$ cat src/rtl/core/ifr_pkg.sv
// Shared constants and helpers for the image fit rectangle block.
// Used by ifr_front, ifr_back and image_fit_rect; depends on nothing else.
package ifr_pkg;

  // Width of the signed span offsets and of the mode register.
  localparam int unsigned OFF_W  = 16;
  localparam int unsigned MODE_W = 3;

  // Fit mode codes. Codes above MODE_ZOOM behave as MODE_ZOOM.
  localparam logic [MODE_W-1:0] MODE_NONE      = 3'd0;
  localparam logic [MODE_W-1:0] MODE_TILED     = 3'd1;
  localparam logic [MODE_W-1:0] MODE_STRETCHED = 3'd2;
  localparam logic [MODE_W-1:0] MODE_CENTERED  = 3'd3;
  localparam logic [MODE_W-1:0] MODE_SCALED    = 3'd4;
  localparam logic [MODE_W-1:0] MODE_ZOOM      = 3'd5;

  // Configuration port layout.
  localparam int unsigned APB_ADDR_W   = 3;
  localparam int unsigned APB_DATA_W   = 32;
  localparam int unsigned REG_FIT_MODE = 0;

  // Quotient bits resolved per divider pipeline stage.
  localparam int unsigned DIV_STEP_BITS = 2;

  // Entries of the queue between the front and back parts.
  localparam int unsigned QUEUE_DEPTH = 2;

  // Bit width of one classified request passed from front to back.
  function automatic int unsigned item_width(input int unsigned dim_bits,
                                             input int unsigned frac_bits);
    return 3 + 3 * (2 * dim_bits + frac_bits) + 3 * dim_bits + 2 * OFF_W;
  endfunction

endpackage

$ cat src/rtl/core/ifr_front.sv
// Front part: takes requests, forms the two cross products and classifies
// each request by fit mode. Depends on ifr_pkg.
module ifr_front #(
  parameter int unsigned DIM_BITS  = 14,
  parameter int unsigned FRAC_BITS = 8,
  parameter int unsigned ITEM_W    = ifr_pkg::item_width(DIM_BITS, FRAC_BITS)
) (
  input  logic                              clk_i,
  input  logic                              rst_ni,
  input  logic                              start_i,
  output logic                              busy_o,
  input  logic [DIM_BITS-1:0]               source_width_i,
  input  logic [DIM_BITS-1:0]               source_height_i,
  input  logic signed [ifr_pkg::OFF_W-1:0]  span_offset_x_i,
  input  logic signed [ifr_pkg::OFF_W-1:0]  span_offset_y_i,
  input  logic [DIM_BITS-1:0]               span_width_i,
  input  logic [DIM_BITS-1:0]               span_height_i,
  input  logic [ifr_pkg::MODE_W-1:0]        mode_i,
  input  logic                              q_full_i,
  output logic                              push_o,
  output logic [ITEM_W-1:0]                 item_o
);
  import ifr_pkg::*;

  localparam int unsigned SIZE_W = 2 * DIM_BITS + FRAC_BITS;
  localparam int unsigned PROD_W = 2 * DIM_BITS;

  typedef struct packed {
    logic                     zero;
    logic                     div_en;
    logic                     div_h;
    logic [SIZE_W-1:0]        w_fix;
    logic [SIZE_W-1:0]        h_fix;
    logic [SIZE_W-1:0]        dividend;
    logic [DIM_BITS-1:0]      divisor;
    logic [DIM_BITS-1:0]      pw;
    logic [DIM_BITS-1:0]      ph;
    logic signed [OFF_W-1:0]  ox;
    logic signed [OFF_W-1:0]  oy;
  } item_t;

  logic                    accept;
  logic                    a_valid_d, a_valid_q;
  logic [DIM_BITS-1:0]     a_sw_q, a_sh_q, a_pw_q, a_ph_q;
  logic signed [OFF_W-1:0] a_ox_q, a_oy_q;
  logic [MODE_W-1:0]       a_mode_q;
  logic [PROD_W-1:0]       a_pws_q, a_phs_q;
  logic                    width_smaller;
  logic                    use_width;
  item_t                   item;

  // The stage holds its request only while the queue is full.
  assign busy_o    = a_valid_q & q_full_i;
  assign accept    = start_i & ~busy_o;
  assign a_valid_d = accept | (a_valid_q & q_full_i);

  always_ff @(posedge clk_i or negedge rst_ni) begin
    if (!rst_ni) begin
      a_valid_q <= 1'b0;
    end else begin
      a_valid_q <= a_valid_d;
    end
  end

  always_ff @(posedge clk_i) begin
    if (accept) begin
      a_sw_q   <= source_width_i;
      a_sh_q   <= source_height_i;
      a_pw_q   <= span_width_i;
      a_ph_q   <= span_height_i;
      a_ox_q   <= span_offset_x_i;
      a_oy_q   <= span_offset_y_i;
      a_mode_q <= mode_i;
      a_pws_q  <= PROD_W'(span_width_i) * PROD_W'(source_height_i);
      a_phs_q  <= PROD_W'(span_height_i) * PROD_W'(source_width_i);
    end
  end

  // The width ratio is the smaller one when pw*sh <= ph*sw.
  assign width_smaller = (a_pws_q <= a_phs_q);
  assign use_width     = (a_mode_q == MODE_SCALED) ? width_smaller : ~width_smaller;

  always_comb begin
    item          = '0;
    item.pw       = a_pw_q;
    item.ph       = a_ph_q;
    item.ox       = a_ox_q;
    item.oy       = a_oy_q;
    item.zero     = (a_sw_q == '0) | (a_sh_q == '0);
    unique case (a_mode_q) inside
      MODE_NONE, MODE_TILED: begin
        item.zero = 1'b1;
      end
      MODE_STRETCHED: begin
        item.w_fix = SIZE_W'(a_pw_q) << FRAC_BITS;
        item.h_fix = SIZE_W'(a_ph_q) << FRAC_BITS;
      end
      MODE_CENTERED: begin
        item.w_fix = SIZE_W'(a_sw_q) << FRAC_BITS;
        item.h_fix = SIZE_W'(a_sh_q) << FRAC_BITS;
      end
      default: begin
        item.div_en = 1'b1;
        if (use_width) begin
          item.div_h    = 1'b1;
          item.w_fix    = SIZE_W'(a_pw_q) << FRAC_BITS;
          item.dividend = SIZE_W'(a_pws_q) << FRAC_BITS;
          item.divisor  = a_sw_q;
        end else begin
          item.div_h    = 1'b0;
          item.h_fix    = SIZE_W'(a_ph_q) << FRAC_BITS;
          item.dividend = SIZE_W'(a_phs_q) << FRAC_BITS;
          item.divisor  = a_sh_q;
        end
      end
    endcase
  end

  assign push_o = a_valid_q;
  assign item_o = item;

endmodule

$ cat src/rtl/core/ifr_queue.sv
// Short first-in first-out queue that decouples the front and back parts.
// Depends on nothing else; width and depth are set by the instantiating module.
module ifr_queue #(
  parameter int unsigned W     = 8,
  parameter int unsigned DEPTH = 2
) (
  input  logic         clk_i,
  input  logic         rst_ni,
  input  logic         push_i,
  input  logic [W-1:0] data_i,
  output logic         full_o,
  output logic         valid_o,
  input  logic         pop_i,
  output logic [W-1:0] data_o
);

  localparam int unsigned PTR_W = (DEPTH > 1) ? $clog2(DEPTH) : 1;
  localparam int unsigned CNT_W = $clog2(DEPTH + 1);

  logic [W-1:0]     mem_q [DEPTH];
  logic [PTR_W-1:0] wr_ptr_d, wr_ptr_q, rd_ptr_d, rd_ptr_q;
  logic [CNT_W-1:0] count_d, count_q;
  logic             do_push, do_pop;

  assign full_o  = (count_q == CNT_W'(DEPTH));
  assign valid_o = (count_q != '0);
  assign do_push = push_i & ~full_o;
  assign do_pop  = pop_i & valid_o;
  assign data_o  = mem_q[rd_ptr_q];

  always_comb begin
    wr_ptr_d = wr_ptr_q;
    rd_ptr_d = rd_ptr_q;
    count_d  = count_q;
    if (do_push) begin
      wr_ptr_d = (wr_ptr_q == PTR_W'(DEPTH - 1)) ? '0 : wr_ptr_q + 1'b1;
    end
    if (do_pop) begin
      rd_ptr_d = (rd_ptr_q == PTR_W'(DEPTH - 1)) ? '0 : rd_ptr_q + 1'b1;
    end
    if (do_push && !do_pop) begin
      count_d = count_q + 1'b1;
    end else if (do_pop && !do_push) begin
      count_d = count_q - 1'b1;
    end
  end

  always_ff @(posedge clk_i or negedge rst_ni) begin
    if (!rst_ni) begin
      wr_ptr_q <= '0;
      rd_ptr_q <= '0;
      count_q  <= '0;
    end else begin
      wr_ptr_q <= wr_ptr_d;
      rd_ptr_q <= rd_ptr_d;
      count_q  <= count_d;
    end
  end

  always_ff @(posedge clk_i) begin
    if (do_push) begin
      mem_q[wr_ptr_q] <= data_i;
    end
  end

endmodule

$ cat src/rtl/core/ifr_back.sv
// Back part: pipelined restoring divider for the scaled side, then centering
// in the span and the origin shift. Depends on ifr_pkg.
module ifr_back #(
  parameter int unsigned DIM_BITS  = 14,
  parameter int unsigned FRAC_BITS = 8,
  parameter int unsigned ITEM_W    = ifr_pkg::item_width(DIM_BITS, FRAC_BITS)
) (
  input  logic                                    clk_i,
  input  logic                                    rst_ni,
  input  logic                                    valid_i,
  input  logic [ITEM_W-1:0]                       item_i,
  output logic                                    pop_o,
  output logic                                    done_o,
  output logic signed [2*DIM_BITS+FRAC_BITS:0]    dest_x_o,
  output logic signed [2*DIM_BITS+FRAC_BITS:0]    dest_y_o,
  output logic [2*DIM_BITS+FRAC_BITS-1:0]         dest_width_o,
  output logic [2*DIM_BITS+FRAC_BITS-1:0]         dest_height_o
);
  import ifr_pkg::*;

  localparam int unsigned SIZE_W = 2 * DIM_BITS + FRAC_BITS;
  localparam int unsigned POS_W  = SIZE_W + 1;
  localparam int unsigned STAGES = (SIZE_W + DIV_STEP_BITS - 1) / DIV_STEP_BITS;
  localparam int unsigned DW     = STAGES * DIV_STEP_BITS;

  typedef struct packed {
    logic                     zero;
    logic                     div_en;
    logic                     div_h;
    logic [SIZE_W-1:0]        w_fix;
    logic [SIZE_W-1:0]        h_fix;
    logic [SIZE_W-1:0]        dividend;
    logic [DIM_BITS-1:0]      divisor;
    logic [DIM_BITS-1:0]      pw;
    logic [DIM_BITS-1:0]      ph;
    logic signed [OFF_W-1:0]  ox;
    logic signed [OFF_W-1:0]  oy;
  } item_t;

  item_t               it_in;
  logic                st_valid_q [STAGES+1];
  logic [DIM_BITS-1:0] st_rem_q   [STAGES+1];
  logic [DW-1:0]       st_dq_q    [STAGES+1];
  item_t               st_item_q  [STAGES+1];

  // The back part never stalls, so every queued request is taken at once.
  assign pop_o = valid_i;
  assign it_in = item_t'(item_i);

  always_ff @(posedge clk_i or negedge rst_ni) begin
    if (!rst_ni) begin
      st_valid_q[0] <= 1'b0;
    end else begin
      st_valid_q[0] <= valid_i;
    end
  end

  always_ff @(posedge clk_i) begin
    st_rem_q[0]  <= '0;
    st_dq_q[0]   <= DW'(it_in.dividend);
    st_item_q[0] <= it_in;
  end

  // Each stage shifts dividend bits into the remainder and shifts quotient
  // bits in at the bottom of the same register.
  for (genvar s = 0; s < STAGES; s++) begin : g_div
    logic [DIM_BITS-1:0] rem_d;
    logic [DW-1:0]       dq_d;

    always_comb begin
      logic [DIM_BITS:0] trial;
      rem_d = st_rem_q[s];
      dq_d  = st_dq_q[s];
      trial = '0;
      for (int k = 0; k < DIV_STEP_BITS; k++) begin
        trial = {rem_d, dq_d[DW-1]};
        dq_d  = {dq_d[DW-2:0], 1'b0};
        if (trial >= {1'b0, st_item_q[s].divisor}) begin
          trial   = trial - {1'b0, st_item_q[s].divisor};
          dq_d[0] = 1'b1;
        end
        rem_d = trial[DIM_BITS-1:0];
      end
    end

    always_ff @(posedge clk_i or negedge rst_ni) begin
      if (!rst_ni) begin
        st_valid_q[s+1] <= 1'b0;
      end else begin
        st_valid_q[s+1] <= st_valid_q[s];
      end
    end

    always_ff @(posedge clk_i) begin
      st_rem_q[s+1]  <= rem_d;
      st_dq_q[s+1]   <= dq_d;
      st_item_q[s+1] <= st_item_q[s];
    end
  end

  // Finish stage: pick the sizes and halve the leftover span.
  item_t                   it_end;
  logic [SIZE_W-1:0]       quo;
  logic [SIZE_W-1:0]       w_d, h_d, span_w, span_h;
  logic signed [POS_W-1:0] diff_x, diff_y;

  logic                    fin_valid_q, fin_zero_q;
  logic [SIZE_W-1:0]       fin_w_q, fin_h_q;
  logic signed [POS_W-1:0] fin_hx_q, fin_hy_q;
  logic signed [OFF_W-1:0] fin_ox_q, fin_oy_q;

  assign it_end = st_item_q[STAGES];
  assign quo    = st_dq_q[STAGES][SIZE_W-1:0];
  assign span_w = SIZE_W'(it_end.pw) << FRAC_BITS;
  assign span_h = SIZE_W'(it_end.ph) << FRAC_BITS;

  always_comb begin
    w_d = it_end.w_fix;
    h_d = it_end.h_fix;
    if (it_end.div_en) begin
      if (it_end.div_h) begin
        h_d = quo;
      end else begin
        w_d = quo;
      end
    end
    if (it_end.zero) begin
      w_d = '0;
      h_d = '0;
    end
  end

  assign diff_x = $signed({1'b0, span_w}) - $signed({1'b0, w_d});
  assign diff_y = $signed({1'b0, span_h}) - $signed({1'b0, h_d});

  always_ff @(posedge clk_i or negedge rst_ni) begin
    if (!rst_ni) begin
      fin_valid_q <= 1'b0;
    end else begin
      fin_valid_q <= st_valid_q[STAGES];
    end
  end

  // An arithmetic shift gives the floor of the half for negative leftovers.
  always_ff @(posedge clk_i) begin
    fin_zero_q <= it_end.zero;
    fin_w_q    <= w_d;
    fin_h_q    <= h_d;
    fin_hx_q   <= diff_x >>> 1;
    fin_hy_q   <= diff_y >>> 1;
    fin_ox_q   <= it_end.ox;
    fin_oy_q   <= it_end.oy;
  end

  // Output stage: subtract the span origin.
  logic signed [POS_W-1:0] off_x, off_y, x_d, y_d;
  logic                    done_q;
  logic signed [POS_W-1:0] dest_x_q, dest_y_q;
  logic [SIZE_W-1:0]       dest_w_q, dest_h_q;

  assign off_x = POS_W'(fin_ox_q) <<< FRAC_BITS;
  assign off_y = POS_W'(fin_oy_q) <<< FRAC_BITS;
  assign x_d   = fin_zero_q ? '0 : fin_hx_q - off_x;
  assign y_d   = fin_zero_q ? '0 : fin_hy_q - off_y;

  always_ff @(posedge clk_i or negedge rst_ni) begin
    if (!rst_ni) begin
      done_q <= 1'b0;
    end else begin
      done_q <= fin_valid_q;
    end
  end

  always_ff @(posedge clk_i) begin
    dest_x_q <= x_d;
    dest_y_q <= y_d;
    dest_w_q <= fin_w_q;
    dest_h_q <= fin_h_q;
  end

  assign done_o        = done_q;
  assign dest_x_o      = dest_x_q;
  assign dest_y_o      = dest_y_q;
  assign dest_width_o  = dest_w_q;
  assign dest_height_o = dest_h_q;

endmodule

$ cat src/rtl/core/image_fit_rect.sv
// Destination rectangle of an image fitted into a span, per configured mode.
// A request passes the front stage, the queue, the divider input register,
// the divider stages, the finish and the output stage. The divider resolves
// two quotient bits per stage. Throughput: one request per cycle unless busy.
// Reset clears all valid flags and the queue and sets fit_mode to zoom fill.
// The receiver cannot stall; each result is shown for one cycle with done_o.
module image_fit_rect #(
  parameter int unsigned DIM_BITS  = 14,
  parameter int unsigned FRAC_BITS = 8
) (
  input  logic                                  clk_i,
  input  logic                                  rst_ni,
  input  logic                                  start,
  output logic                                  busy,
  input  logic [DIM_BITS-1:0]                   source_width_i,
  input  logic [DIM_BITS-1:0]                   source_height_i,
  input  logic signed [ifr_pkg::OFF_W-1:0]      span_offset_x_i,
  input  logic signed [ifr_pkg::OFF_W-1:0]      span_offset_y_i,
  input  logic [DIM_BITS-1:0]                   span_width_i,
  input  logic [DIM_BITS-1:0]                   span_height_i,
  output logic                                  done_o,
  output logic signed [2*DIM_BITS+FRAC_BITS:0]  dest_x_o,
  output logic signed [2*DIM_BITS+FRAC_BITS:0]  dest_y_o,
  output logic [2*DIM_BITS+FRAC_BITS-1:0]       dest_width_o,
  output logic [2*DIM_BITS+FRAC_BITS-1:0]       dest_height_o,
  input  logic                                  psel,
  input  logic                                  penable,
  input  logic                                  pwrite,
  input  logic [ifr_pkg::APB_ADDR_W-1:0]        paddr,
  input  logic [ifr_pkg::APB_DATA_W-1:0]        pwdata,
  output logic [ifr_pkg::APB_DATA_W-1:0]        prdata,
  output logic                                  pready
);
  import ifr_pkg::*;

  localparam int unsigned ITEM_W = item_width(DIM_BITS, FRAC_BITS);
  localparam int unsigned IDX_W  = APB_ADDR_W - 2;

  logic [MODE_W-1:0] fit_mode_q;
  logic [IDX_W-1:0]  reg_idx;
  logic              reg_wr;

  assign pready  = 1'b1;
  assign reg_idx = paddr[APB_ADDR_W-1:2];
  assign reg_wr  = psel & penable & pwrite & pready & (reg_idx == IDX_W'(REG_FIT_MODE));
  assign prdata  = (reg_idx == IDX_W'(REG_FIT_MODE)) ? APB_DATA_W'(fit_mode_q) : '0;

  always_ff @(posedge clk_i or negedge rst_ni) begin
    if (!rst_ni) begin
      fit_mode_q <= MODE_ZOOM;
    end else if (reg_wr) begin
      fit_mode_q <= pwdata[MODE_W-1:0];
    end
  end

  logic              push, q_full, q_valid, q_pop;
  logic [ITEM_W-1:0] push_item, q_item;

  ifr_front #(
    .DIM_BITS  (DIM_BITS),
    .FRAC_BITS (FRAC_BITS),
    .ITEM_W    (ITEM_W)
  ) u_front (
    .clk_i           (clk_i),
    .rst_ni          (rst_ni),
    .start_i         (start),
    .busy_o          (busy),
    .source_width_i  (source_width_i),
    .source_height_i (source_height_i),
    .span_offset_x_i (span_offset_x_i),
    .span_offset_y_i (span_offset_y_i),
    .span_width_i    (span_width_i),
    .span_height_i   (span_height_i),
    .mode_i          (fit_mode_q),
    .q_full_i        (q_full),
    .push_o          (push),
    .item_o          (push_item)
  );

  ifr_queue #(
    .W     (ITEM_W),
    .DEPTH (QUEUE_DEPTH)
  ) u_queue (
    .clk_i   (clk_i),
    .rst_ni  (rst_ni),
    .push_i  (push),
    .data_i  (push_item),
    .full_o  (q_full),
    .valid_o (q_valid),
    .pop_i   (q_pop),
    .data_o  (q_item)
  );

  ifr_back #(
    .DIM_BITS  (DIM_BITS),
    .FRAC_BITS (FRAC_BITS),
    .ITEM_W    (ITEM_W)
  ) u_back (
    .clk_i         (clk_i),
    .rst_ni        (rst_ni),
    .valid_i       (q_valid),
    .item_i        (q_item),
    .pop_o         (q_pop),
    .done_o        (done_o),
    .dest_x_o      (dest_x_o),
    .dest_y_o      (dest_y_o),
    .dest_width_o  (dest_width_o),
    .dest_height_o (dest_height_o)
  );

endmodule

$ cat config.mk
export PLATFORM = sky130hd
export DESIGN_NAME = image_fit_rect
export DESIGN_NICKNAME = d
export VERILOG_FILES = /design/src/rtl/core/ifr_pkg.sv /design/src/rtl/core/ifr_front.sv /design/src/rtl/core/ifr_queue.sv /design/src/rtl/core/ifr_back.sv /design/src/rtl/core/image_fit_rect.sv
export SDC_FILE = /design/constraint.sdc
export NUM_CORES = 2
export LEC_CHECK = 0
export ABC_AREA = 1
export BUFFER_PORTS_ARGS = -buffer_cell sky130_fd_sc_hd__buf_2
export CAP_MARGIN = 20
export CORE_MARGIN = 10
export CORE_UTILIZATION = 50
export CTS_CLUSTER_SIZE = 10
export DETAILED_ROUTE_END_ITERATION = 10
export PLACE_DENSITY = 0.7
export SYNTH_ARGS = -nofsm -noshare
export SYNTH_HDL_FRONTEND = slang
export SYNTH_MEMORY_MAX_BITS = 65536
export SYNTH_SLANG_ARGS = --single-unit
$ cat constraint.sdc
create_clock -name clk_i -period 15.85 [get_ports clk_i]
set_clock_uncertainty 0.2 [all_clocks]
set_input_delay 1.585 -clock clk_i [delete_from_list [all_inputs] [get_ports clk_i]]
set_output_delay 1.585 -clock clk_i [all_outputs]
set_load 0.005 [all_outputs]
==> qor.txt <==
Yosys top cell area share -> 0.469
synthesized flop and latch total -> 3,536
Syn. warnings -> 0
syn_area_per_cell -> 9.67 µm²
largest net degree at the start of global routing -> 81
first-pass GRT wire length -> 465,000 µm
routability cong. -> 0.925
commonest non-fill, non-tap cell in the layout -> nand2_1
Inserted Clock Buffers -> 405
Setup crit end kind -> flip-flop
core area -> 263,000 µm²
full die area -> 285,000 µm²
post-synthesis instance area -> 132,000 µm²
CP Launch Type -> primary input
Slowest cell on crit path -> o21ai_0
setup TNS -> 0 ns
top cell type by total area after synthesis -> dfxtp_1
clock-pin slew of the registers on the worst-case setup and hold paths -> 0.06 ns
share of cells above drive strength 1 -> 0.0649
Final Max Slew Viols -> 0
die height -> 534 µm
CTS tree -> done
CTS H-tree lvls -> 5
vias in the first global route -> 85,200
period utilization -> 0.410
1st-iter DRT viols -> 5,881
Worst Min Path Start -> u_back.st_item_q[4][51]$_DFF_P_
Skew-Pair Late Insertion Delay -> 0.92 ns
maximum clock rate -> 0.154 GHz
Root Driver -> clkbuf_16
Finished Core Util -> 0.563
Routed WL -> 294,000 µm
worst r2r src -> u_back.st_item_q[8][70]$_DFF_P_
cell repeated most along the worst path -> inv_1
sequential share of the synthesized area -> 0.568
Largest stage delay, worst path -> 0.62 ns
ys flop type -> dfxtp_1
EDFF count, synth -> 413
clock sink total -> 3,536
CP Max Fanout -> 15
Final min period -> 6.50 ns
Overall Global Routing Usage -> 0.200
WP data required -> 16.33 ns
Clock Tree Buf Depth -> 4
DR pass1 iterations -> 5
Hold Crit Endpoint -> u_back.st_item_q[5][51]$_DFF_P_
post-synthesis async set-or-reset flop share -> 0.00820
Max-Cap Viols -> 0
Yosys cell types -> 67
post-CTS setup buffers -> 0
Relative slew margins -> 0.360
Vias/cell -> 4.93
Die W -> 534 µm
grt ovf -> 0
cells taking the most area after synthesis -> dfxtp_1 47%, nand2_1 9.6%, edfxtp_1 9.4%
Final nets -> 15,300
WL/cell -> 16.6 µm
Reg2Reg Setup Slack -> 10.27 ns
RSZ-0062 raised after global routing -> false
post-CTS sizing -> 0
status -> complete, no violations
CP arrival -> 6.97 ns
Setup violations, final -> 0
critical setup path kind -> primary input to flip-flop
via count -> 87,600
antenna viol nets, final -> 0
Tightest Pin Transition -> 0.958 ns
Detail Placement HPWL -> 217,000 µm
Area Overhead vs Synth -> 12.0%
worst r2r path cells -> 19
critical-path cell list -> buf_2 -> nand2_1 -> inv_1 -> fa_1 -> inv_1 -> fa_1 -> inv_1 -> fa_1 -> inv_1 -> fa_1 -> inv_1 -> fa_1 -> inv_1 -> fa_1 -> inv_1 -> ha_1 -> nand4_1 -> o21ai_0 -> nand2_1 -> nand2_1 -> nand3_1 -> nand3_1 -> nand2_1
initial antenna violation count -> 17
Hold Path Class -> flip-flop to flip-flop
cell row count -> 188
most frequent cells in the layout -> 3,376 x nand2_1, 3,093 x dfxtp_1, 1,742 x inv_1
drt drc -> 0
# fillers -> 22,700
Final Hold Fails -> 0
PortBufs -> 248
capturing point of the worst reg2reg path -> u_back.st_rem_q[9][13]$_DFF_P_
Top Ports -> 310
WHS Path Cells -> 0
Initial Util -> 0.503
Syn Inst Count -> 13,700
Hold Buf Count CTS -> 0
==> sequential cells by signal, indices dropped and copies added, names as in the netlist, 36 cells and up <==
register,count
u_back.dest_width_o,36
u_back.dest_height_o,36
u_back.st_rem_q,238
u_back.fin_h_q,36
u_back.fin_w_q,36
u_back.fin_hy_q,36
u_back.st_dq_q,388
u_back.fin_hx_q,36
u_back.st_item_q,2145
u_back.dest_y_o,37
u_back.dest_x_o,37
u_queue.mem_q,266
==> synthesized netlist by cell type, drive strengths merged (4+ instances only) <==
cell type / count
nand3b: 39
a31oi: 8
nor3b: 4
clkbuf: 119
a211oi: 18
nand4: 176
nand2: 3400
or2: 25
and3: 5
nor2: 841
nor4: 29
a21o: 34
edfxtp: 413
ha: 787
fa: 315
dfrtp: 27
o21a: 16
nand3: 825
xor2: 255
a22oi: 28
xnor2: 148
a21boi: 9
o211ai: 23
a21oi: 533
and2: 4
dfxtp: 3094
o21bai: 45
buf: 129
o21ai: 399
inv: 1770
nor3: 113
o2111ai: 17
==> routing by layer <==
layer,part of all wire,wire length (µm),GRT usage,up-vias
met4,0.026,7540,0.0589,4
met3,0.055,16200,0.0289,477
met2,0.46,136000,0.330,2342
met1,0.46,135000,0.275,40600
li1,-,-,-,44200
met5,0.000071,21,0,-
==> cell families (layout without fill, tap and decap cells) <==
logic type | count (synthesis) | count (layout) | synth area share
other cells | 2 | 34 | 0.0000568
buf+inv | 2019 | 2580 | 0.0604
compound gates | 1133 | 1133 | 0.0483
flops | 3536 | 3536 | 0.568
fa+ha+maj | 1102 | 1102 | 0.122
simple gates | 5466 | 5466 | 0.174
xor+xnor | 403 | 403 | 0.0267
==> critical path: cells and delay by family <==
family / cells / cell delay, ns
buffers and inverters: 8 / 0.59
adders and majority gates: 7 / 3.46
and+or+nand+nor: 7 / 0.71
AOI/OAI and AO/OA: 1 / 0.62
==> metrics by stage <==
step / setup slack, ns / hold WS [ns] / area (µm²) / std cells
floorplan: 8.74 / 0.110 / 132000 / 13700
global placement: 8.39 / 0.110 / 137000 / 17200
detailed placement: 8.42 / 0.112 / 137000 / 17200
CTS: 9.41 / 0.0710 / 148000 / 17800
global route: 9.13 / 0.0764 / 148000 / 17800
finish: 9.35 / 0.0728 / 148000 / 17800
==> worst max-delay path by stage <==
stage | end | slack (ns) | from
detailed placement | u_front.a_pws_q[21]$_DFFE_PP_ | 8.42 | span_width_i[5]
global placement | u_front.a_pws_q[21]$_DFFE_PP_ | 8.39 | source_height_i[4]
finish | u_front.a_pws_q[21]$_DFFE_PP_ | 9.35 | source_height_i[4]
CTS | u_front.a_pws_q[21]$_DFFE_PP_ | 9.41 | span_width_i[5]
floorplan | u_queue.mem_q[1][0]$_DFFE_PP_ | 8.74 | u_queue.count_q[0]$_DFFE_PN0P_
global route | u_front.a_pws_q[21]$_DFFE_PP_ | 9.13 | span_width_i[5]
==> final cells by class <==
class                           count  area, µm²  area share
Antenna cell                        4       10.0   0.0000676
Clock buffer                      509      10700      0.0724
Clock inverter                     32        542     0.00366
Inverter                         1771       6660      0.0450
Multi-Input combinational cell   8134      49200       0.332
Sequential cell                  3536      75100       0.507
Tap cell                         3515       4400      0.0297
Timing Repair Buffer              268       1390     0.00940
Power is left out: the tool's default activity adds up to more than one toggle a clock period on the data nets, which glitch-free logic cannot reach.
